$ cat src/hdl/cdeq_pkg.sv
// ----------------------------------------------------------------------------
// cdeq_pkg: shared definitions for the character deque
// Field widths, command and status codes, and the controller-to-datapath
// command bundle.
// ----------------------------------------------------------------------------
package cdeq_pkg;

  localparam int unsigned DEPTH_DEFAULT = 16;

  localparam int unsigned CMD_W    = 3;
  localparam int unsigned CHAR_W   = 8;
  localparam int unsigned STATUS_W = 2;
  localparam int unsigned COUNT_W  = 5;

  localparam int unsigned IN_W  = CMD_W + CHAR_W;
  localparam int unsigned OUT_W = STATUS_W + 2 * CHAR_W + COUNT_W + 1;
  // Stream data is padded to whole bytes.
  localparam int unsigned IN_TDATA_W  = ((IN_W + 7) / 8) * 8;
  localparam int unsigned OUT_TDATA_W = ((OUT_W + 7) / 8) * 8;

  typedef enum logic [CMD_W-1:0] {
    CMD_PUSH_FRONT = 3'd0,
    CMD_PUSH_BACK  = 3'd1,
    CMD_POP_FRONT  = 3'd2,
    CMD_POP_BACK   = 3'd3,
    CMD_CLEAR      = 3'd4,
    CMD_PEEK       = 3'd5
  } cmd_e;

  typedef enum logic [STATUS_W-1:0] {
    ST_OK    = 2'd0,
    ST_EMPTY = 2'd1,
    ST_FULL  = 2'd2
  } status_e;

  // Per-cycle commands from the controller to the datapath.
  typedef struct packed {
    logic take_cmd;  // capture the incoming request
    logic update;    // apply the command to pointers and storage
    logic read;      // read the front and back slots
    logic load_out;  // move the result into the output register
  } dp_cmd_t;

endpackage

$ cat src/hdl/cdeq_ctrl.sv
// ----------------------------------------------------------------------------
// cdeq_ctrl: sequencing controller for the character deque
// Walks each request through update, read and output load, and owns the
// handshake flags of both stream sides.
// ----------------------------------------------------------------------------
module cdeq_ctrl (
  input  logic               clk_i,
  input  logic               rst_ni,
  input  logic               s_tvalid_i,
  output logic               s_tready_o,
  output logic               m_tvalid_o,
  input  logic               m_tready_i,
  output cdeq_pkg::dp_cmd_t  dp_cmd_o
);

  typedef enum logic [1:0] {
    S_IDLE,
    S_UPDATE,
    S_READ,
    S_LOAD
  } state_e;

  state_e state_q;
  logic   s_tready_q;
  logic   m_tvalid_q;
  logic   out_free;

  // The output register can take a result when it is empty or being drained.
  assign out_free = !m_tvalid_q || m_tready_i;

  always_comb begin
    dp_cmd_o.take_cmd = s_tvalid_i && s_tready_q;
    dp_cmd_o.update   = (state_q == S_UPDATE);
    dp_cmd_o.read     = (state_q == S_READ);
    dp_cmd_o.load_out = (state_q == S_LOAD) && out_free;
  end

  always_ff @(posedge clk_i or negedge rst_ni) begin
    if (!rst_ni) begin
      state_q    <= S_IDLE;
      s_tready_q <= 1'b1;
      m_tvalid_q <= 1'b0;
    end else begin
      // A drained result is replaced directly when a new one loads.
      if (m_tvalid_q && m_tready_i && !dp_cmd_o.load_out) begin
        m_tvalid_q <= 1'b0;
      end
      case (state_q)
        S_IDLE: begin
          if (s_tvalid_i && s_tready_q) begin
            state_q    <= S_UPDATE;
            s_tready_q <= 1'b0;
          end
        end
        S_UPDATE: begin
          state_q <= S_READ;
        end
        S_READ: begin
          state_q <= S_LOAD;
        end
        S_LOAD: begin
          if (out_free) begin
            state_q    <= S_IDLE;
            s_tready_q <= 1'b1;
            m_tvalid_q <= 1'b1;
          end
        end
        default: begin
          state_q    <= S_IDLE;
          s_tready_q <= 1'b1;
        end
      endcase
    end
  end

  assign s_tready_o = s_tready_q;
  assign m_tvalid_o = m_tvalid_q;

endmodule

$ cat src/hdl/cdeq_dpath.sv
// ----------------------------------------------------------------------------
// cdeq_dpath: datapath of the character deque
// Ring buffer storage, head index and fill count, and the result register.
// ----------------------------------------------------------------------------
module cdeq_dpath #(
  parameter int unsigned DEPTH = cdeq_pkg::DEPTH_DEFAULT
) (
  input  logic                              clk_i,
  input  logic                              rst_ni,
  input  cdeq_pkg::dp_cmd_t                 dp_cmd_i,
  input  logic [cdeq_pkg::CMD_W-1:0]        command_i,
  input  logic [cdeq_pkg::CHAR_W-1:0]       char_in_i,
  output logic [cdeq_pkg::STATUS_W-1:0]     status_o,
  output logic [cdeq_pkg::CHAR_W-1:0]       front_char_o,
  output logic [cdeq_pkg::CHAR_W-1:0]       back_char_o,
  output logic [cdeq_pkg::COUNT_W-1:0]      count_o,
  output logic                              is_empty_o
);

  localparam int unsigned IDX_W = (DEPTH > 1) ? $clog2(DEPTH) : 1;
  localparam int unsigned CNT_W = $clog2(DEPTH + 1);
  localparam int unsigned SUM_W = IDX_W + 1;
  localparam logic [IDX_W-1:0] LAST_IDX = IDX_W'(DEPTH - 1);
  localparam logic [CNT_W-1:0] FULL_CNT = CNT_W'(DEPTH);
  localparam logic [SUM_W-1:0] DEPTH_S  = SUM_W'(DEPTH);

  // Adds an offset below DEPTH to an index and wraps once.
  function automatic logic [IDX_W-1:0] wrap_add(input logic [IDX_W-1:0] idx,
                                                input logic [CNT_W-1:0] off);
    logic [SUM_W-1:0] sum;
    sum = SUM_W'(idx) + SUM_W'(off);
    if (sum >= DEPTH_S) begin
      sum = sum - DEPTH_S;
    end
    return sum[IDX_W-1:0];
  endfunction

  logic [cdeq_pkg::CHAR_W-1:0] slots_q [DEPTH];

  logic [cdeq_pkg::CMD_W-1:0]    cmd_q;
  logic [cdeq_pkg::CHAR_W-1:0]   char_q;
  logic [IDX_W-1:0]              head_q, head_d;
  logic [CNT_W-1:0]              fill_q, fill_d;
  logic [cdeq_pkg::STATUS_W-1:0] status_q, status_d;
  logic [cdeq_pkg::CHAR_W-1:0]   front_rd_q, back_rd_q;

  logic [cdeq_pkg::STATUS_W-1:0] status_out_q;
  logic [cdeq_pkg::CHAR_W-1:0]   front_out_q, back_out_q;
  logic [cdeq_pkg::COUNT_W-1:0]  count_out_q;
  logic                          empty_out_q;

  logic                          wr_en;
  logic [IDX_W-1:0]              wr_addr;
  logic [IDX_W-1:0]              head_dec;
  logic [CNT_W-1:0]              back_off;
  logic [IDX_W-1:0]              rd_back_addr;
  logic                          is_full, is_empty;

  assign is_full  = (fill_q == FULL_CNT);
  assign is_empty = (fill_q == '0);
  assign head_dec = (head_q == '0) ? LAST_IDX : head_q - 1'b1;

  always_comb begin
    head_d   = head_q;
    fill_d   = fill_q;
    status_d = cdeq_pkg::ST_OK;
    wr_en    = 1'b0;
    wr_addr  = head_dec;
    case (cmd_q)
      cdeq_pkg::CMD_PUSH_FRONT: begin
        if (is_full) begin
          status_d = cdeq_pkg::ST_FULL;
        end else begin
          head_d = head_dec;
          fill_d = fill_q + 1'b1;
          wr_en  = 1'b1;
        end
      end
      cdeq_pkg::CMD_PUSH_BACK: begin
        wr_addr = wrap_add(head_q, fill_q);
        if (is_full) begin
          status_d = cdeq_pkg::ST_FULL;
        end else begin
          fill_d = fill_q + 1'b1;
          wr_en  = 1'b1;
        end
      end
      cdeq_pkg::CMD_POP_FRONT: begin
        if (is_empty) begin
          status_d = cdeq_pkg::ST_EMPTY;
        end else begin
          head_d = (head_q == LAST_IDX) ? '0 : head_q + 1'b1;
          fill_d = fill_q - 1'b1;
        end
      end
      cdeq_pkg::CMD_POP_BACK: begin
        if (is_empty) begin
          status_d = cdeq_pkg::ST_EMPTY;
        end else begin
          fill_d = fill_q - 1'b1;
        end
      end
      cdeq_pkg::CMD_CLEAR: begin
        head_d = '0;
        fill_d = '0;
      end
      default: begin
        // Peek, and the unused codes that behave as peek.
        if (is_empty) begin
          status_d = cdeq_pkg::ST_EMPTY;
        end
      end
    endcase
  end

  always_ff @(posedge clk_i or negedge rst_ni) begin
    if (!rst_ni) begin
      head_q <= '0;
      fill_q <= '0;
    end else if (dp_cmd_i.update) begin
      head_q <= head_d;
      fill_q <= fill_d;
    end
  end

  always_ff @(posedge clk_i) begin
    if (dp_cmd_i.take_cmd) begin
      cmd_q  <= command_i;
      char_q <= char_in_i;
    end
    if (dp_cmd_i.update) begin
      status_q <= status_d;
    end
  end

  // Storage: one write port, two registered read ports.
  assign back_off     = is_empty ? '0 : fill_q - 1'b1;
  assign rd_back_addr = wrap_add(head_q, back_off);

  always_ff @(posedge clk_i) begin
    if (dp_cmd_i.update && wr_en) begin
      slots_q[wr_addr] <= char_q;
    end
    if (dp_cmd_i.read) begin
      front_rd_q <= slots_q[head_q];
      back_rd_q  <= slots_q[rd_back_addr];
    end
  end

  always_ff @(posedge clk_i) begin
    if (dp_cmd_i.load_out) begin
      status_out_q <= status_q;
      front_out_q  <= is_empty ? '0 : front_rd_q;
      back_out_q   <= is_empty ? '0 : back_rd_q;
      count_out_q  <= cdeq_pkg::COUNT_W'(fill_q);
      empty_out_q  <= is_empty;
    end
  end

  assign status_o     = status_out_q;
  assign front_char_o = front_out_q;
  assign back_char_o  = back_out_q;
  assign count_o      = count_out_q;
  assign is_empty_o   = empty_out_q;

endmodule

$ cat src/hdl/char_double_ended_queue_top.sv
// ----------------------------------------------------------------------------
// char_double_ended_queue_top: double-ended queue of 8-bit characters
// Ring buffer deque driven by one command per request on a stream input,
// answering every command with one status request on a stream output.
// ----------------------------------------------------------------------------
// Usage:
// Each request on the slave stream carries one command (push front, push
// back, pop front, pop back, clear or peek) and a character used by pushes.
// Every command yields exactly one request on the master stream with the
// status, the characters at both ends, the fill count and an empty flag.
// Commands are handled one at a time: a new command is not taken until the
// previous one has been applied to the pointers and storage, the storage
// has been read and the result has entered the output register, raising
// tvalid on the master side. The three-step walk through the controller,
// paced by the registered read of the slot storage, sets the command rate.
// When the receiver stalls, the result waits in the output register and
// the block still takes and processes one further command; that command's
// result is held until the output register drains.
// Reset empties the deque and the output register. Slot contents are not
// cleared; only slots that were pushed are ever shown.
// ----------------------------------------------------------------------------
module char_double_ended_queue_top #(
  parameter int unsigned DEPTH = cdeq_pkg::DEPTH_DEFAULT
) (
  input  logic                                 clk_i,
  input  logic                                 rst_ni,
  input  logic                                 s_axis_tvalid_i,
  output logic                                 s_axis_tready_o,
  // Fields from bit 0 up: command (3), char_in (8), zero padding.
  input  logic [cdeq_pkg::IN_TDATA_W-1:0]      s_axis_tdata_i,
  output logic                                 m_axis_tvalid_o,
  input  logic                                 m_axis_tready_i,
  // Fields from bit 0 up: status (2), front_char (8), back_char (8),
  // count (5), is_empty (1).
  output logic [cdeq_pkg::OUT_TDATA_W-1:0]     m_axis_tdata_o
);

  localparam int unsigned CMD_LO   = 0;
  localparam int unsigned CHAR_LO  = CMD_LO + cdeq_pkg::CMD_W;
  localparam int unsigned ST_LO    = 0;
  localparam int unsigned FRONT_LO = ST_LO + cdeq_pkg::STATUS_W;
  localparam int unsigned BACK_LO  = FRONT_LO + cdeq_pkg::CHAR_W;
  localparam int unsigned COUNT_LO = BACK_LO + cdeq_pkg::CHAR_W;
  localparam int unsigned EMPTY_LO = COUNT_LO + cdeq_pkg::COUNT_W;

  cdeq_pkg::dp_cmd_t              dp_cmd;
  logic [cdeq_pkg::STATUS_W-1:0]  status;
  logic [cdeq_pkg::CHAR_W-1:0]    front_char;
  logic [cdeq_pkg::CHAR_W-1:0]    back_char;
  logic [cdeq_pkg::COUNT_W-1:0]   count;
  logic                           is_empty;

  // The controller sequences each command and owns both handshakes.
  cdeq_ctrl u_ctrl (
    .clk_i      (clk_i),
    .rst_ni     (rst_ni),
    .s_tvalid_i (s_axis_tvalid_i),
    .s_tready_o (s_axis_tready_o),
    .m_tvalid_o (m_axis_tvalid_o),
    .m_tready_i (m_axis_tready_i),
    .dp_cmd_o   (dp_cmd)
  );

  // The datapath holds the ring buffer, its pointers and the result register.
  cdeq_dpath #(
    .DEPTH (DEPTH)
  ) u_dpath (
    .clk_i        (clk_i),
    .rst_ni       (rst_ni),
    .dp_cmd_i     (dp_cmd),
    .command_i    (s_axis_tdata_i[CMD_LO +: cdeq_pkg::CMD_W]),
    .char_in_i    (s_axis_tdata_i[CHAR_LO +: cdeq_pkg::CHAR_W]),
    .status_o     (status),
    .front_char_o (front_char),
    .back_char_o  (back_char),
    .count_o      (count),
    .is_empty_o   (is_empty)
  );

  always_comb begin
    m_axis_tdata_o = '0;
    m_axis_tdata_o[ST_LO +: cdeq_pkg::STATUS_W]   = status;
    m_axis_tdata_o[FRONT_LO +: cdeq_pkg::CHAR_W]  = front_char;
    m_axis_tdata_o[BACK_LO +: cdeq_pkg::CHAR_W]   = back_char;
    m_axis_tdata_o[COUNT_LO +: cdeq_pkg::COUNT_W] = count;
    m_axis_tdata_o[EMPTY_LO]                      = is_empty;
  end

endmodule

$ cat config.mk
export PLATFORM = sky130hd
export DESIGN_NAME = char_double_ended_queue_top
export DESIGN_NICKNAME = d
export VERILOG_FILES = /design/src/hdl/cdeq_pkg.sv /design/src/hdl/cdeq_ctrl.sv /design/src/hdl/cdeq_dpath.sv /design/src/hdl/char_double_ended_queue_top.sv
export SDC_FILE = /design/constraint.sdc
export NUM_CORES = 1
export LEC_CHECK = 0
export ABC_AREA = 1
export BUFFER_PORTS_ARGS = -buffer_cell sky130_fd_sc_hd__buf_4
export CELL_PAD_IN_SITES_DETAIL_PLACEMENT = 1
export CELL_PAD_IN_SITES_GLOBAL_PLACEMENT = 2
export CORE_MARGIN = 2
export CORE_UTILIZATION = 43
export CTS_CLUSTER_SIZE = 25
export DETAILED_ROUTE_END_ITERATION = 12
export PLACE_DENSITY_LB_ADDON = 0.1
export SKIP_CTS_REPAIR_TIMING = 1
export SYNTH_ARGS = -nofsm -noshare
export SYNTH_HDL_FRONTEND = slang
export SYNTH_SLANG_ARGS = --single-unit
$ cat constraint.sdc
create_clock -name clk_i -period 5.25 [get_ports clk_i]
set_input_delay 1.575 -clock clk_i [delete_from_list [all_inputs] [get_ports clk_i]]
set_output_delay 1.575 -clock clk_i [all_outputs]
set_load 0.02 [all_outputs]
After elaboration in Yosys (flattened, before gate mapping)
Memory sizes are Yosys's and may differ from the RTL's. A register that Yosys moved wholly into a read port is not among the register bits.
Cells that the tools add are included.
{"block": "totals", "reg_bits": 50, "ramBits": 128, "in_bits": 20, "output_inout_bits": 26, "wordCells": 88, "n_memories": 1}
{"name": "u_dpath.slots_q", "depth": 16, "word_bits": 8, "read_ports": 2, "rd_ports_with_merged_regs": 2, "wr": 1, "line": "cdeq_dpath.sv:38", "rtl": "logic [cdeq_pkg::CHAR_W-1:0] slots_q [DEPTH];"}
{"block": "classes", "n_addsub": 8, "n_lt_le_gt_ge": 2, "eq_ne": 15, "mux": 28, "reduce_logical": 21}
{"operator": "$mux W4", "count": 7}
{"operator": "$mux W5", "count": 3}
{"operator": "$pmux W5 S3", "count": 1}
{"operator": "$pmux W4 S3", "count": 1}
{"operator": "$sub A4 B1 Y4 const B", "count": 3}
{"operator": "$add A4 B5 Y5", "count": 2}
{"operator": "$ge A5 B5 Y1 const B", "count": 2}
{"operator": "$mux W1", "count": 10}
{"operator": "$ne A2 B2 Y1 const B", "count": 5}
{"operator": "$pmux W2 S4", "count": 1}
{"operator": "$reduce_and A4 Y1", "count": 2}
{"operator": "$eq A3 B2 Y1 const B", "count": 2}
{"operator": "$mux W2", "count": 3}
{"operator": "$reduce_bool A3 Y1", "count": 2}
{"operator": "$add A5 B1 Y5 const B", "count": 1}
{"operator": "$eq A5 B5 Y1 const B", "count": 1}
{"operator": "$logic_and A1 B1 Y1", "count": 5}
{"operator": "$logic_not A5 Y1", "count": 1}
{"operator": "$sub A5 B1 Y5 const B", "count": 1}
{"operator": "$add A4 B1 Y4 const B", "count": 1}
{"operator": "$eq A2 B2 Y1 const B", "count": 2}
{"operator": "$eq A4 B4 Y1 const B", "count": 1}
{"operator": "$logic_not A4 Y1", "count": 1}
{"operator": "$pmux W2 S2", "count": 1}
{"operator": "13 further kinds", "count": 15}

Depth between registers and ports, before layout
{"block": "logic_depth", "word_depth": 8, "mapped_depth": 19, "ltp_nobuf": 16}

Hierarchy
From an unflattened synthesis, not the netlist that was laid out.
{"block": "hier_totals", "hier_cells": 1046, "hier_area_um2": 9917.0}
{"mod": "cdeq_dpath", "n_inst": 1, "cells_per_inst": 1014, "area_per_inst_um2": 9651.8, "seq_area_each_um2": 5660.4}
{"mod": "cdeq_ctrl", "n_inst": 1, "cells_per_inst": 31, "area_per_inst_um2": 257.7, "seq_area_each_um2": 101.3}
{"mod": "char_double_ended_queue_top", "n_inst": 1, "cells_per_inst": 1, "area_per_inst_um2": 7.5, "seq_area_each_um2": 0.0}

Worst setup path after synthesis
OpenSTA, ideal clock, no wires.
{"block": "synth_timing", "path_type": "input to register", "start": "input m_axis_tready_i", "end": "register u_dpath.back_out_q (netlist bit u_dpath.back_char_o[0]) (enable)", "setup_time_ps": 413, "arrival_ps": 2823, "required_time_ps": 4837, "slack_ps": 2014, "cell_stages": 2, "path_buffers": 0, "path_cell_list": "inv_1 > a21oi_1"}
{"block": "synth_between", "elab_chain_len": 2}
{"element": "start, declared", "line": "char_double_ended_queue_top.sv:32", "rtl": "input logic m_axis_tready_i,"}
{"element": "$logic_or A1 B1 Y1", "line": "cdeq_ctrl.sv:29", "rtl": "assign out_free = !m_tvalid_q || m_tready_i;"}
{"element": "$logic_and A1 B1 Y1", "line": "cdeq_ctrl.sv:35", "rtl": "dp_cmd_o.load_out = (state_q == S_LOAD) && out_free;"}
{"element": "end signal, assigned", "line": "cdeq_dpath.sv:154", "rtl": "back_out_q <= is_empty ? '0 : back_rd_q;"}
{"element": "end, declared", "line": "cdeq_dpath.sv:48", "rtl": "logic [cdeq_pkg::CHAR_W-1:0] front_out_q, back_out_q;"}
Every way passes these cells.
A chain may end at the register's enable or synchronous reset.

Worst setup path after layout
{"block": "layout_timing", "start": "register u_dpath.fill_q[0]", "end": "register u_dpath.back_rd_q[2] (netlist bit), read port of u_dpath.slots_q (data pin)"}
{"block": "layout_between", "elab_chain_len": 5, "elab_cells_between_ends": 7, "cone_classes": "3 x add/sub; 1 x order compare; 2 x mux; 1 x reduce/logical"}
{"element": "start, declared", "line": "cdeq_dpath.sv:43", "rtl": "logic [CNT_W-1:0] fill_q, fill_d;"}
{"element": "start signal, assigned", "line": "cdeq_dpath.sv:122", "rtl": "fill_q <= fill_d;"}
{"element": "$sub A5 B1 Y5 / $logic_not A5 Y1 (equally long branches)", "line": "cdeq_dpath.sv:137, cdeq_dpath.sv:60"}
{"element": "$mux W5 (*)", "line": "cdeq_dpath.sv:137", "rtl": "assign back_off = is_empty ? '0 : fill_q - 1'b1;"}
{"element": "$add A4 B5 Y5 (*)", "line": "cdeq_dpath.sv:31", "rtl": "sum = SUM_W'(idx) + SUM_W'(off);"}
{"element": "$sub A4 B1 Y4 / $ge A5 B5 Y1 (equally long branches)", "line": "cdeq_dpath.sv:33, cdeq_dpath.sv:32"}
{"element": "$mux W4 (*)", "line": "cdeq_dpath.sv:32", "rtl": "if (sum >= DEPTH_S) begin"}
{"element": "end, declared", "line": "cdeq_dpath.sv:45", "rtl": "logic [cdeq_pkg::CHAR_W-1:0] front_rd_q, back_rd_q;"}
Mark *: on every way between the ends. The rest lies on a longest branch, timed or not.

==> results.ini <==
[timing]
fin_skew_ns = 0.01451
worst_slew_pin_slew_ns = 1.010
final.setup.tns_ns = 0
fin_hold_ws_ns = 0.4259
rsz0062_at_grt = no
setup_viol = 0
min_period_over_period_pct = 76.03
fin_crit_ns = 3.991
relSlewSlack_pct = 32.42
finalMaxSlewViolations = 0
hold_violations = 0
fmax_mhz = 250.5

[global_routing]
grt_max_degree = 90
grt_pass1_wl_mm = 44.02
antenna_found_initial = 0
grt_util_all_layers_pct = 24.86
grt_overflow_total = 0
grt_pass1_vias = 7592

[layout]
syn2layout_area_growth_pct = 10.91
layout-drive-gt1-share_pct = 11.77
fin_nets = 1103
fillers = 2551
diodes = 0
final_core_util_pct = 48.24

[die]
die_x_um = 154.6
die_y_um = 154.6
row_count = 55
pin_count = 46
core_mm2 = 0.02243
start_util_pct = 43.50
design.die.area_mm2 = 0.02391

[worst_hold_path]
hold_class = flop to flop

[logic_synthesis]
ys.flop_type = edfxtp_1
ys_types = 38
yosysSeqAreaShare_pct = 59.05
synth_edf_count = 181
synth_nets = 1071
synth_area_mm2 = 0.009758
synth_area_per_cell_um2 = 9.437
synth-seq-cells = 194
synth_cells = 1034
ys_warn_count = 0
ys_async_sr_fraction_pct = 6.701

[route]
drc = 0
vias_per_cell = 5.365
ant_nets = 0
route.vias.total = 7318
drtIter0Drc = 500
wl_mm = 28.48
detail_route.wl_per_cell_um = 20.88
first_pass_iters = 5

[critical_path]
cp.required_ns = 5.44
arrival_ns = 4.18
crit_path_end_kind = flop
critical_path.max_stage_delay_ns = 0.70
critPathLaunchType = flop
crit_chain = inv_1 -> ha_1 -> nand3_2 -> nand2_1 -> inv_1 -> ha_1 -> fa_1 -> inv_2 -> a21oi_1 -> o21ai_1 -> nand2_1 -> nand2_1 -> nand2_1 -> nand2_1 -> nand2_1
cp_slowest_cell = inv_2
worstSetupPathType = flop to flop
worst_path_most_repeated_cell = nand2_1
critPathMaxFanout = 37
crit_family = simple AND/OR/NAND/NOR gates
crit_buf_inv = 3

[clock_network]
cts_root_buf = clkbuf_16
cts.sinks = 194
numCtsBuffers = 17
htreeDepth = 4
clkTransAtPathRegs_ns = 0.08
clk_path_buf_depth = 2
clk_latency_ns = 0.45
tritoncts = done

[placement]
gp_congestion = 0.7802
portBuffers = 40
dp_hpwl_mm = 18.26

[job]
maxCapViolCount = 0

[outcome]
status = finished clean

## flip-flops by register name, summed over array words and instances (netlist names)
register              count
u_dpath.status_o          2
u_ctrl.m_tvalid_o         1
u_dpath.count_o           5
u_dpath.cmd_q             3
u_dpath.back_rd_q         8
u_ctrl.s_tready_o         1
u_dpath.front_char_o      8
u_dpath.fill_q            5
u_dpath.is_empty_o        1
u_dpath.head_q            4
u_dpath.back_char_o       8
u_dpath.char_q            8
u_ctrl.state_q            2
u_dpath.front_rd_q        8
u_dpath.status_q          2
u_dpath.slots_q         128
## final cells by class
class	instances	area [µm²]	share of cell area, %
Inverter	125	471.7	4.358
Tap cell	285	356.6	3.295
Timing Repair Buffer	62	465.4	4.301
Sequential cell	194	5763	53.25
Clock buffer	18	429.2	3.965
Multi-Input combinational cell	666	3204	29.61
Clock inverter	14	132.6	1.225
## cells in the final DEF, fill, tap and decap left out, types with 4 or more instances in the layout
| cell | count |
|---|---|
| o21ai_1 | 34 |
| nor2_1 | 62 |
| dfrtp_1 | 11 |
| nand3_2 | 6 |
| inv_8 | 4 |
| inv_1 | 115 |
| buf_4 | 62 |
| inv_2 | 8 |
| edfxtp_1 | 181 |
| o211ai_1 | 18 |
| clkbuf_16 | 17 |
| o21ai_0 | 78 |
| a21oi_1 | 54 |
| nand2_1 | 300 |
| xor2_1 | 5 |
| ha_1 | 15 |
| inv_6 | 6 |
| nand4_1 | 9 |
| nand3_1 | 60 |
## worst paths after layout
kind	cells past startpoint	endpoint	start	slack, ns
min reg2reg	0	u_dpath.status_o[1]$_DFFE_PN_	u_dpath.status_q[1]$_DFFE_PN_	0.43
min in group asynchronous	1	u_ctrl.m_tvalid_o$_DFF_PN0_	rst_ni	0.96
max reg2reg	15	u_dpath.back_rd_q[2]$_DFFE_PP_	u_dpath.fill_q[0]$_DFFE_PN0P_	1.26
max in group asynchronous	1	u_ctrl.s_tready_o$_DFFE_PN1P_	rst_ni	4.04
min	0	u_dpath.status_o[1]$_DFFE_PN_	u_dpath.status_q[1]$_DFFE_PN_	0.43
max	15	u_dpath.back_rd_q[2]$_DFFE_PP_	u_dpath.fill_q[0]$_DFFE_PN0P_	1.26
## per-layer routing
metal	share of wire, %	up-vias	wire (µm)	track usage, %
li1	-	3512	-	-
met1	46	3611	12980	32.82
met2	49	163	13970	42.71
met3	3.7	32	1062	3.699
met4	1.6	0	466	7.319
met5	0	-	0	0
## logic make-up (layout without fill, tap and decap cells)
logic type | Yosys count | count (layout) | synth area share (%)
buffers and inverters | 174 | 219 | 8.155
and+or+nand+nor | 449 | 449 | 19.10
DFF | 194 | 194 | 59.05
xor gates and xnor gates | 8 | 8 | 0.7950
AOI/OAI and AO/OA | 192 | 192 | 10.57
adders and majority gates | 17 | 17 | 2.334
## synth_stat cells (6+ instances only)
cell type	number	area, µm²
a21oi_1	55	275.3
buf_2	24	120.1
buf_4	9	67.56
buf_6	10	112.6
dfrtp_1	12	300.3
edfxtp_1	181	5435
ha_1	15	187.7
inv_1	115	431.7
inv_2	8	30.03
nand2_1	300	1126
nand3_1	60	300.3
nand3_2	6	60.06
nand4_1	9	56.30
nor2_1	62	232.7
o211ai_1	18	135.1
o21ai_0	78	390.4
o21ai_1	34	170.2
## metrics by stage
| step | cell area (µm²) | std cells | worst slack, ns |
|---|---|---|---|
| CTS | 10820 | 1364 | 1.249 |
| global placement | 10260 | 1332 | 1.293 |
| floorplan | 9758 | 1034 | 2.014 |
| detailed placement | 10260 | 1332 | 1.262 |
| finish | 10820 | 1364 | 1.259 |
| global route | 10820 | 1364 | 0.9813 |
## worst reg2reg max path, delay by kind of cell (launching register included)
kind / cells / cell delay, ns
buf+inv: 3 / 0.95
simple gates: 7 / 1.11
compound gates: 2 / 0.22
flops: 1 / 0.47
fa+ha+maj: 3 / 1.01
Power is left out: the tool's default activity adds up to more than one toggle a clock period on the data nets, which glitch-free logic cannot reach.
